## src/rtl/stt_pkg.sv

```systemverilog
// ----------------------------------------------------------------------------
// stt_pkg
// Types and constants shared by the shutter and T0 timestamp tracker.
// ----------------------------------------------------------------------------
package stt_pkg;

	// Time in nanoseconds, saturated to 52 bits.
	localparam int TIME_W = 52;
	localparam logic [TIME_W-1:0] TIME_MAX = '1;

	// Field positions inside a timestamp word.
	localparam int LEV_LSB = 48;
	localparam int TRG_LSB = 56;
	localparam int SIG_T0 = 0;
	localparam int SIG_SHUTTER = 2;

	// Frame status codes.
	localparam int STATUS_W = 3;
	localparam logic [STATUS_W-1:0] ST_OK      = 3'd0;
	localparam logic [STATUS_W-1:0] ST_DROP    = 3'd1;
	localparam logic [STATUS_W-1:0] ST_NOSHUT  = 3'd2;
	localparam logic [STATUS_W-1:0] ST_T0FIRST = 3'd3;
	localparam logic [STATUS_W-1:0] ST_T0AGAIN = 3'd4;

	// Configuration register map.
	localparam int CFG_IDX_W = 4;
	localparam int CFG_DATA_W = 10;
	localparam int WIN_W = 10;
	localparam logic [CFG_IDX_W-1:0] CFG_DROP_BEFORE_T0 = 4'd0;
	localparam logic [CFG_IDX_W-1:0] CFG_T0_WINDOW = 4'd1;
	localparam logic [WIN_W-1:0] T0_WINDOW_RESET = 10'd10;

	// T0 event counter saturates at two.
	localparam logic [1:0] T0_EVENTS_MAX = 2'd2;

	// Input transaction payload.
	typedef struct packed {
		logic [63:0] timestamp_word;
		logic        frame_last;
	} stt_in_t;

	// Output transaction payload.
	typedef struct packed {
		logic [STATUS_W-1:0] frame_status;
		logic [TIME_W-1:0]   window_open_ns;
		logic [TIME_W-1:0]   window_close_ns;
	} stt_out_t;

	// A classified word as it travels from the front to the back.
	typedef struct packed {
		logic [TIME_W-1:0] time_ns;
		logic              last;
		logic              legacy;
		logic              shutter_high;
		logic              t0_high;
		logic              shutter_trig;
		logic              t0_direct;
	} stt_item_t;

endpackage

```

## src/rtl/shutter_and_t0_timestamp_tracker_core.sv

```systemverilog
// ----------------------------------------------------------------------------
// shutter_and_t0_timestamp_tracker_core
// Tracks shutter times and T0 events over frames of timestamp words.
// ----------------------------------------------------------------------------
// Usage:
// Timestamp words enter on the input channel (in_valid, in_stall, in_data),
// one word per cycle; frame_last marks the final word of a frame. For every
// frame one result leaves on the output channel (out_valid, out_stall,
// out_data) with the frame status and the shutter open and close times.
// The two configuration registers are written through cfg_valid/cfg_ready,
// cfg_index and cfg_data; the user must write them only while no frame is
// in flight, as the block does not enforce this. cfg_ready is always high.
// The result is offered from the output register once the frame's last word
// has passed through the scaling stage and the queue to the back end.
// Throughput is one word per cycle unless stalled, set by the back end, which
// updates the frame state once per word. A four-entry queue sits between the
// front (tick scaling and classification) and the back; in_stall rises when
// the queue and the scaling stage together hold a full queue's worth.
// When out_stall holds a result, words still flow until a further frame end
// reaches the back, then the queue fills and in_stall rises.
// Reset clears all tracker state, sets drop_before_first_t0 to one and the
// T0 window to 10 ns, and leaves both channels idle.
// ----------------------------------------------------------------------------
module shutter_and_t0_timestamp_tracker_core import stt_pkg::*; #(
	parameter int TICK_NS = 10,
	parameter int TICK_BITS = 48,
	parameter int QUEUE_DEPTH = 4
) (
	input  logic                  clk,
	input  logic                  arst_n,
	input  logic                  in_valid,
	output logic                  in_stall,
	input  stt_in_t               in_data,
	output logic                  out_valid,
	input  logic                  out_stall,
	output stt_out_t              out_data,
	input  logic                  cfg_valid,
	output logic                  cfg_ready,
	input  logic [CFG_IDX_W-1:0]  cfg_index,
	input  logic [CFG_DATA_W-1:0] cfg_data
);

	localparam int CNT_W = $clog2(QUEUE_DEPTH + 1);

	logic             drop_early_q;
	logic [WIN_W-1:0] t0_window_q;
	logic             push;
	stt_item_t        push_item;
	logic             pop;
	logic             head_valid;
	stt_item_t        head;
	logic [CNT_W-1:0] q_count;

	// Configuration registers.
	assign cfg_ready = 1'b1;

	always_ff @(posedge clk or negedge arst_n) begin
		if (!arst_n) begin
			drop_early_q <= 1'b1;
			t0_window_q  <= T0_WINDOW_RESET;
		end else if (cfg_valid && cfg_ready) begin
			case (cfg_index)
				CFG_DROP_BEFORE_T0: drop_early_q <= cfg_data[0];
				CFG_T0_WINDOW:      t0_window_q <= cfg_data[WIN_W-1:0];
				default:            ;
			endcase
		end
	end

	// Front end: scaling and classification.
	stt_front #(
		.TICK_NS     (TICK_NS),
		.TICK_BITS   (TICK_BITS),
		.QUEUE_DEPTH (QUEUE_DEPTH)
	) u_front (
		.clk       (clk),
		.arst_n    (arst_n),
		.in_valid  (in_valid),
		.in_stall  (in_stall),
		.in_data   (in_data),
		.window_ns (t0_window_q),
		.q_count   (q_count),
		.push      (push),
		.push_item (push_item)
	);

	// Queue between the two halves.
	stt_queue #(
		.QUEUE_DEPTH (QUEUE_DEPTH)
	) u_queue (
		.clk        (clk),
		.arst_n     (arst_n),
		.push       (push),
		.push_item  (push_item),
		.pop        (pop),
		.head_valid (head_valid),
		.head       (head),
		.count      (q_count)
	);

	// Back end: frame state and results.
	stt_back u_back (
		.clk           (clk),
		.arst_n        (arst_n),
		.head_valid    (head_valid),
		.head          (head),
		.pop           (pop),
		.drop_early_en (drop_early_q),
		.out_valid     (out_valid),
		.out_stall     (out_stall),
		.out_data      (out_data)
	);

endmodule

```

## src/rtl/stt_front.sv

```systemverilog
// ----------------------------------------------------------------------------
// stt_front
// Accepts timestamp words, scales ticks to nanoseconds and classifies them.
// ----------------------------------------------------------------------------
module stt_front import stt_pkg::*; #(
	parameter int TICK_NS = 10,
	parameter int TICK_BITS = 48,
	parameter int QUEUE_DEPTH = 4
) (
	input  logic                               clk,
	input  logic                               arst_n,
	input  logic                               in_valid,
	output logic                               in_stall,
	input  stt_in_t                            in_data,
	input  logic [WIN_W-1:0]                   window_ns,
	input  logic [$clog2(QUEUE_DEPTH+1)-1:0]   q_count,
	output logic                               push,
	output stt_item_t                          push_item
);

	localparam int CNT_W = $clog2(QUEUE_DEPTH + 1);
	localparam int NS_W = $clog2(TICK_NS + 1);
	localparam int PROD_W = TICK_BITS + NS_W;
	localparam int CMP_W = (PROD_W > TIME_W) ? PROD_W : TIME_W + 1;
	localparam logic [NS_W-1:0] TICK_NS_C = NS_W'(TICK_NS);

	logic              accept;
	logic [CNT_W:0]    in_flight;
	logic              valid_s1;
	logic [PROD_W-1:0] prod_s1;
	logic [7:0]        trg_s1;
	logic [7:0]        lev_s1;
	logic              last_s1;
	logic [CMP_W-1:0]  prod_ext;
	logic [TIME_W-1:0] time_ns;

	// Items in the stage and the queue must always fit the queue, so the
	// stage can push without looking back.
	assign in_flight = {1'b0, q_count} + {{CNT_W{1'b0}}, valid_s1};
	assign in_stall = (in_flight >= (CNT_W+1)'(QUEUE_DEPTH));
	assign accept = in_valid && !in_stall;

	// Stage one: tick scaling.
	always_ff @(posedge clk or negedge arst_n) begin
		if (!arst_n) begin
			valid_s1 <= 1'b0;
		end else begin
			valid_s1 <= accept;
		end
	end

	always_ff @(posedge clk) begin
		if (accept) begin
			prod_s1 <= PROD_W'(in_data.timestamp_word[TICK_BITS-1:0]) * PROD_W'(TICK_NS_C);
			trg_s1  <= in_data.timestamp_word[TRG_LSB +: 8];
			lev_s1  <= in_data.timestamp_word[LEV_LSB +: 8];
			last_s1 <= in_data.frame_last;
		end
	end

	// Saturate the time and classify the word.
	assign prod_ext = CMP_W'(prod_s1);
	assign time_ns = (prod_ext > CMP_W'(TIME_MAX)) ? TIME_MAX : prod_ext[TIME_W-1:0];

	always_comb begin
		push = valid_s1;
		push_item.time_ns      = time_ns;
		push_item.last         = last_s1;
		push_item.legacy       = (trg_s1 == 8'd0);
		push_item.shutter_high = lev_s1[SIG_SHUTTER];
		push_item.t0_high      = lev_s1[SIG_T0];
		push_item.shutter_trig = trg_s1[SIG_SHUTTER];
		push_item.t0_direct    = trg_s1[SIG_T0] && !lev_s1[SIG_T0]
			&& (time_ns <= TIME_W'(window_ns));
	end

endmodule

```

## src/rtl/stt_queue.sv

```systemverilog
// ----------------------------------------------------------------------------
// stt_queue
// Short queue of classified words between the front and the back.
// ----------------------------------------------------------------------------
module stt_queue import stt_pkg::*; #(
	parameter int QUEUE_DEPTH = 4
) (
	input  logic                               clk,
	input  logic                               arst_n,
	input  logic                               push,
	input  stt_item_t                          push_item,
	input  logic                               pop,
	output logic                               head_valid,
	output stt_item_t                          head,
	output logic [$clog2(QUEUE_DEPTH+1)-1:0]   count
);

	localparam int CNT_W = $clog2(QUEUE_DEPTH + 1);
	localparam int PTR_W = $clog2(QUEUE_DEPTH);
	localparam logic [PTR_W-1:0] PTR_LAST = PTR_W'(QUEUE_DEPTH - 1);

	stt_item_t        slot_q [QUEUE_DEPTH];
	logic [PTR_W-1:0] wr_ptr_q;
	logic [PTR_W-1:0] rd_ptr_q;
	logic [CNT_W-1:0] count_q;

	assign head_valid = (count_q != '0);
	assign head = slot_q[rd_ptr_q];
	assign count = count_q;

	// Pointers and fill level.
	always_ff @(posedge clk or negedge arst_n) begin
		if (!arst_n) begin
			wr_ptr_q <= '0;
			rd_ptr_q <= '0;
			count_q  <= '0;
		end else begin
			if (push) begin
				wr_ptr_q <= (wr_ptr_q == PTR_LAST) ? '0 : wr_ptr_q + 1'b1;
			end
			if (pop) begin
				rd_ptr_q <= (rd_ptr_q == PTR_LAST) ? '0 : rd_ptr_q + 1'b1;
			end
			case ({push, pop})
				2'b10:   count_q <= count_q + 1'b1;
				2'b01:   count_q <= count_q - 1'b1;
				default: count_q <= count_q;
			endcase
		end
	end

	// Storage.
	always_ff @(posedge clk) begin
		if (push) begin
			slot_q[wr_ptr_q] <= push_item;
		end
	end

endmodule

```

## src/rtl/stt_back.sv

```systemverilog
// ----------------------------------------------------------------------------
// stt_back
// Applies each word to the frame state and issues the frame result.
// ----------------------------------------------------------------------------
module stt_back import stt_pkg::*; (
	input  logic      clk,
	input  logic      arst_n,
	input  logic      head_valid,
	input  stt_item_t head,
	output logic      pop,
	input  logic      drop_early_en,
	output logic      out_valid,
	input  logic      out_stall,
	output stt_out_t  out_data
);

	logic              window_open_q;
	logic              full_window_q;
	logic [TIME_W-1:0] open_time_q;
	logic [TIME_W-1:0] close_time_q;
	logic              aborted_q;
	logic [STATUS_W-1:0] abort_code_q;
	logic              t0_level_q;
	logic [1:0]        t0_events_q;
	logic [TIME_W-1:0] prev_open_q;
	logic              out_valid_q;
	stt_out_t          out_data_q;

	logic              window_open_d;
	logic              full_window_d;
	logic [TIME_W-1:0] open_time_d;
	logic [TIME_W-1:0] close_time_d;
	logic              aborted_d;
	logic [STATUS_W-1:0] abort_code_d;
	logic              t0_level_d;
	logic [1:0]        t0_events_d;
	logic [TIME_W-1:0] prev_open_d;
	logic [1:0]        events_inc;
	logic [STATUS_W-1:0] event_status;
	logic              do_open;
	logic              do_close;
	logic              t0_fire;
	logic              out_free;
	stt_out_t          result;

	// A closing word may only be taken when the output register is free.
	assign out_free = !out_valid_q || !out_stall;
	assign pop = head_valid && (!head.last || out_free);

	// Saturating T0 count and the status that a new event gives.
	assign events_inc = (t0_events_q < T0_EVENTS_MAX) ? t0_events_q + 2'd1 : T0_EVENTS_MAX;
	assign event_status = (events_inc == 2'd1) ? ST_T0FIRST : ST_T0AGAIN;

	// Word scan and end-of-frame decision.
	always_comb begin
		do_open  = 1'b0;
		do_close = 1'b0;
		t0_fire  = 1'b0;
		t0_level_d = t0_level_q;
		if (!aborted_q) begin
			if (head.legacy) begin
				do_open  = head.shutter_high;
				do_close = !head.shutter_high && window_open_q;
				if (head.t0_high) begin
					t0_level_d = 1'b1;
				end else if (t0_level_q) begin
					t0_level_d = 1'b0;
					t0_fire = 1'b1;
				end
			end else begin
				do_open  = head.shutter_trig && head.shutter_high;
				do_close = head.shutter_trig && !head.shutter_high && window_open_q;
				t0_fire  = head.t0_direct;
			end
		end

		open_time_d   = do_open ? head.time_ns : open_time_q;
		close_time_d  = do_close ? head.time_ns : close_time_q;
		window_open_d = do_open ? 1'b1 : (do_close ? 1'b0 : window_open_q);
		full_window_d = full_window_q || do_close;
		aborted_d     = aborted_q || t0_fire;
		abort_code_d  = t0_fire ? event_status : abort_code_q;
		t0_events_d   = t0_fire ? events_inc : t0_events_q;
		prev_open_d   = prev_open_q;

		result.frame_status    = ST_OK;
		result.window_open_ns  = '0;
		result.window_close_ns = '0;

		if (head.last) begin
			if (aborted_d) begin
				result.frame_status = abort_code_d;
			end else if (!full_window_d) begin
				result.frame_status = ST_NOSHUT;
			end else if ((open_time_d > close_time_d) || (prev_open_q > open_time_d)) begin
				// Shutter times out of order count as a T0 event.
				result.frame_status = event_status;
				t0_events_d = events_inc;
			end else begin
				prev_open_d = open_time_d;
				result.frame_status = (drop_early_en && (t0_events_q == 2'd0))
					? ST_DROP : ST_OK;
				result.window_open_ns  = open_time_d;
				result.window_close_ns = close_time_d;
			end
			// Per-frame state starts afresh.
			window_open_d = 1'b0;
			full_window_d = 1'b0;
			open_time_d   = '0;
			close_time_d  = '0;
			aborted_d     = 1'b0;
		end
	end

	// Tracker state.
	always_ff @(posedge clk or negedge arst_n) begin
		if (!arst_n) begin
			window_open_q <= 1'b0;
			full_window_q <= 1'b0;
			open_time_q   <= '0;
			close_time_q  <= '0;
			aborted_q     <= 1'b0;
			abort_code_q  <= ST_OK;
			t0_level_q    <= 1'b0;
			t0_events_q   <= 2'd0;
			prev_open_q   <= '0;
		end else if (pop) begin
			window_open_q <= window_open_d;
			full_window_q <= full_window_d;
			open_time_q   <= open_time_d;
			close_time_q  <= close_time_d;
			aborted_q     <= aborted_d;
			abort_code_q  <= abort_code_d;
			t0_level_q    <= t0_level_d;
			t0_events_q   <= t0_events_d;
			prev_open_q   <= prev_open_d;
		end
	end

	// Output register.
	always_ff @(posedge clk or negedge arst_n) begin
		if (!arst_n) begin
			out_valid_q <= 1'b0;
		end else if (pop && head.last) begin
			out_valid_q <= 1'b1;
		end else if (!out_stall) begin
			out_valid_q <= 1'b0;
		end
	end

	always_ff @(posedge clk) begin
		if (pop && head.last) begin
			out_data_q <= result;
		end
	end

	assign out_valid = out_valid_q;
	assign out_data = out_data_q;

`ifndef SYNTHESIS
	// Rejected or T0 frames carry no times.
	a_times_zero: assert property (@(posedge clk) disable iff (!arst_n)
		out_valid_q && (out_data_q.frame_status != ST_OK)
			&& (out_data_q.frame_status != ST_DROP)
		|-> (out_data_q.window_open_ns == '0) && (out_data_q.window_close_ns == '0))
		else $error("times set on a rejected frame");

	// A good frame never closes before it opens.
	a_ordered_times: assert property (@(posedge clk) disable iff (!arst_n)
		out_valid_q && ((out_data_q.frame_status == ST_OK)
			|| (out_data_q.frame_status == ST_DROP))
		|-> (out_data_q.window_open_ns <= out_data_q.window_close_ns))
		else $error("good frame with open after close");

	// The T0 count only grows and stays at its ceiling.
	a_events_monotonic: assert property (@(posedge clk) disable iff (!arst_n)
		1'b1 |=> (t0_events_q >= $past(t0_events_q)) && (t0_events_q <= T0_EVENTS_MAX))
		else $error("T0 count went back or past its ceiling");

	// A frame end is never lost while a result waits.
	a_no_overwrite: assert property (@(posedge clk) disable iff (!arst_n)
		out_valid_q && out_stall |-> !(pop && head.last))
		else $error("result overwritten while stalled");
`endif

endmodule

```

## config.mk

```make
export PLATFORM = sky130hd
export DESIGN_NAME = shutter_and_t0_timestamp_tracker_core
export DESIGN_NICKNAME = d
export VERILOG_FILES = /design/src/rtl/stt_pkg.sv /design/src/rtl/shutter_and_t0_timestamp_tracker_core.sv /design/src/rtl/stt_front.sv /design/src/rtl/stt_queue.sv /design/src/rtl/stt_back.sv
export SDC_FILE = /design/constraint.sdc
export NUM_CORES = 1
export LEC_CHECK = 0
export CAP_MARGIN = 25
export CORE_UTILIZATION = 42
export DETAILED_ROUTE_END_ITERATION = 8
export DONT_BUFFER_PORTS = 1
export GPL_TIMING_DRIVEN = 0
export PLACE_DENSITY = 0.57
export SLEW_MARGIN = 25
export SYNTH_ARGS = -nofsm -noshare
export SYNTH_HDL_FRONTEND = slang
export SYNTH_SLANG_ARGS = --single-unit
```

## constraint.sdc

```tcl
create_clock -name clk -period 6.58 [get_ports clk]
set_clock_uncertainty 0.1 [all_clocks]
set_input_delay 1.316 -clock clk [delete_from_list [all_inputs] [get_ports clk]]
set_output_delay 1.316 -clock clk [all_outputs]
set_load 0.02 [all_outputs]
```

==> flow_summary.yaml <==
yosys:
  synthTopCellsByCount: "397 x edfxtp_1, 209 x ha_1, 182 x dfrtp_1"
  synth_ff_type: "edfxtp_1"
  avgSynthCellArea_sq_um: 13.6
  synthesis.area_sq_um: 27900
  syn_nets: 2348
  yosys.cell_count.top_type: "edfxtp_1"
  synth_edf_count: 397
  yosys_register_bits: 582
  yosysSeqAreaShare: 0.594
  yosys_warnings: 0
  yosysTopAreaCell: "edfxtp_1"
  syn_inst: 2053
  async_flop_share: 0.318
  yosysUniqueCellTypes: 72
  netlist_top_cells_area: "edfxtp_1 43%, dfrtp_1 16%, ha_1 9.4%"
  synth_top_area_frac: 0.428
timing:
  slew_viol_final: 0
  fin_tns_setup_ns: 0
  hold_violations: 0
  rsz0062_at_grt: "false"
  hold_slack_ns: 0.308
  period_share: 0.966
  max_freq_mhz: 157
  period_needed_ns: 6.35
  worst_pin_slew_ns: 0.898
  relSlewSlack: 0.400
  setup_viol: 0
setup_path:
  crit_type: "flip-flop to flip-flop"
  critPathMaxStageDelay_ns: 0.59
  crit_path_top_delay_cell: "mux4_2"
  path_cells: "buf_2, mux4_2, o211ai_2, clkbuf_4, clkbuf_4, mux2i_2, inv_1, ha_1, nand4_1, nor3_2, nand3_1, o21bai_1, o211ai_1, nor4bb_1, a211o_1, nand3_1, clkbuf_4, buf_2, nor2_1"
  crit_top_cell: "clkbuf_4"
  critPathCaptureType: "flip-flop"
  required_ns: 6.82
  crit_arrival_ns: 6.59
  critPathMaxFanout: 10
  start_kind: "flip-flop"
power:
  switchingPower_uw: 6120
  power_frac_seq: 0.389
  intPower_uw: 9670
  comb_power_share: 0.379
  p_total_uw: 15800
  powerDensity_nw_per_um2: 503
  clockPowerShare: 0.232
  switching_share: 0.388
  vdd_drop_max_uv: 247
  p_leak_uw: 0.0128
drt:
  wl_per_cell_um: 21.7
  drc: 0
  num_vias: 16700
  viasPerCell: 5.51
  ant_nets: 0
  dr.first_iter.drc_count: 1347
  drtPass1Iterations: 5
  finalWirelength_mm: 65.9
layout:
  area_delta_synth_final_pct: 12.6
  drive_gt1_frac: 0.134
  final_util: 0.477
  stdcell_count: 3034
  nNetsFinal: 2415
run:
  drv_cap: 0
run_status:
  status: "finished clean"
floorplan:
  num_io_pins: 194
  die-area_sq_um: 67400
  core_area_sq_um: 65700
  row_count: 94
  fp.dieH_um: 260
  die_w_um: 260
  initial_core_util: 0.424
clock_tree:
  htree_num_levels: 2
  cts_buffer_depth: 3
  cts_tree: "yes"
  clkLatencyLatePin_ns: 0.63
  root_buffer: "clkbuf_16"
  cts_setup_buffers: 0
  numCtsBuffers: 57
  clk_pin_slew_worst_paths_ns: 0.06
  cts_sinks: 582
global_routing:
  grt_util_all_layers: 0.195
  antenna_found_initial: 2
  grt_overflow: 0
  grt_pass1_wl_mm: 100
  first_global_vias: 17000
  grt_max_degree: 186
place:
  dp_hpwl_mm: 48.3
  portBuffers: 0
  place_congestion: 0.875
  dp_cells: 2924
min_path:
  hold_path.class: "primary input to asynchronous set/reset pin"
[power groups by stage]
stage	Combinational (uW)	Sequential (uW)	Clock, uW
final	5990	6140	3660
after global placement	5660	6250	0
after global routing	6620	6240	3860
after floorplan	4050	6070	0
after CTS	5950	6150	3740
after detailed placement	5880	6210	0
[sequential cells by signal (all words and copies together), names as in the netlist]
| register | flops |
|---|---|
| u_back.full_window_q | 1 |
| u_back.out_valid | 1 |
| u_front.last_s1 | 1 |
| u_back.abort_code_q | 3 |
| u_back.t0_level_q | 1 |
| u_back.prev_open_q | 52 |
| u_back.open_time_q | 52 |
| u_back.window_open_q | 1 |
| drop_early_q | 1 |
| u_queue.rd_ptr_q | 2 |
| u_queue.count | 3 |
| u_queue.wr_ptr_q | 2 |
| u_front.lev_s1 | 2 |
| u_back.out_data | 107 |
| u_back.close_time_q | 52 |
| u_back.aborted_q | 1 |
| u_front.trg_s1 | 8 |
| u_front.push | 1 |
| t0_window_q | 10 |
| u_back.t0_events_q | 2 |
| u_queue.slot_q | 228 |
| u_front.prod_s1 | 51 |
[worst max-delay path, delay by kind of cell (launching register included)]
kind            cells  cell delay, ns
compound gates      4            1.20
fa+ha+maj           1            0.32
buf+inv             6            1.70
flops               1            0.35
mux                 2            1.00
simple gates        6            1.36
[per-stage QoR]
stage	instance area, sq um	worst slack [ns]
5_1_grt	31400	0.00347
2_1_floorplan	27900	1.47
6_report	31400	0.226
3_5_place_dp	29100	-1.00
3_3_place_gp	28900	-1.06
4_1_cts	31300	0.00144
[timing repair]
item / 4_1_cts / 5_1_grt
hold buffers: 0 / 0
gates resized for setup: 32 / 12
endpoints found under the setup margin: 161 / 33
[kinds of logic after synthesis]
family / synth area share
simple gates: 0.0727
mux: 0.116
buf+inv: 0.0247
xor+xnor: 0.0138
other cells: 0.000135
flops: 0.594
fa+ha+maj: 0.0953
compound gates: 0.0835
[cell type report]
class                      instances  area, sq um
multi-input combinational       1304        10700
fill                            5661        34400
tap                              864         1080
clock buffer                      70         1530
timing repair buffer               8          189
clock inverter                    38          596
sequential                       582        16600
buffer                            75          382
inverter                          92          350
antenna                            1         2.50
[cell usage in the layout, fill, tap and decap left out, drive strengths merged, types with 6 or more instances in the layout]
cell,synthesis,layout
dfrtp,182,182
buf,27,33
or2,6,6
nor2b,10,10
nor2,159,159
bufinv,0,15
xor2,19,19
xnor2,25,25
nand4,30,30
mux2,66,66
nand2,154,154
clkbuf,48,119
o21bai,9,9
a21oi,63,63
mux2i,101,101
nor4,12,12
a21o,69,69
nor3,15,15
a31oi,12,12
mux4,57,57
and2,9,9
o211ai,8,8
and3,8,8
edfxtp,397,397
nand3,24,24
ha,209,209
o21ai,144,144
inv,91,92
o21a,9,9
a211oi,13,13
clkinv,1,19
[layer usage]
| metal | track usage | routed length (um) | vias to the layer above |
|---|---|---|---|
| li1 | - | - | 7842 |
| met1 | 0.266 | 30000 | 8372 |
| met2 | 0.318 | 31200 | 394 |
| met3 | 0.0401 | 3380 | 96 |
| met4 | 0.0498 | 1370 | 2 |
| met5 | 0 | 13 | - |
[final timing paths]
path	start	end	slack, ns	cells after the start
worst max-delay path	u_queue.rd_ptr_q[0]	u_back.out_data[25]	0.23	19
worst min-delay path	arst_n	u_back.prev_open_q[8]	0.31	0
worst max register to register	u_queue.rd_ptr_q[0]	u_back.out_data[25]	0.23	19
worst min register to register	u_back.close_time_q[43]	u_back.close_time_q[43]	0.38	2
max in group asynchronous	arst_n	u_back.open_time_q[44]	5.78	0
min in group clk	u_back.close_time_q[43]	u_back.close_time_q[43]	0.38	2
No activity file was read; power rests on OpenSTA's default activity.
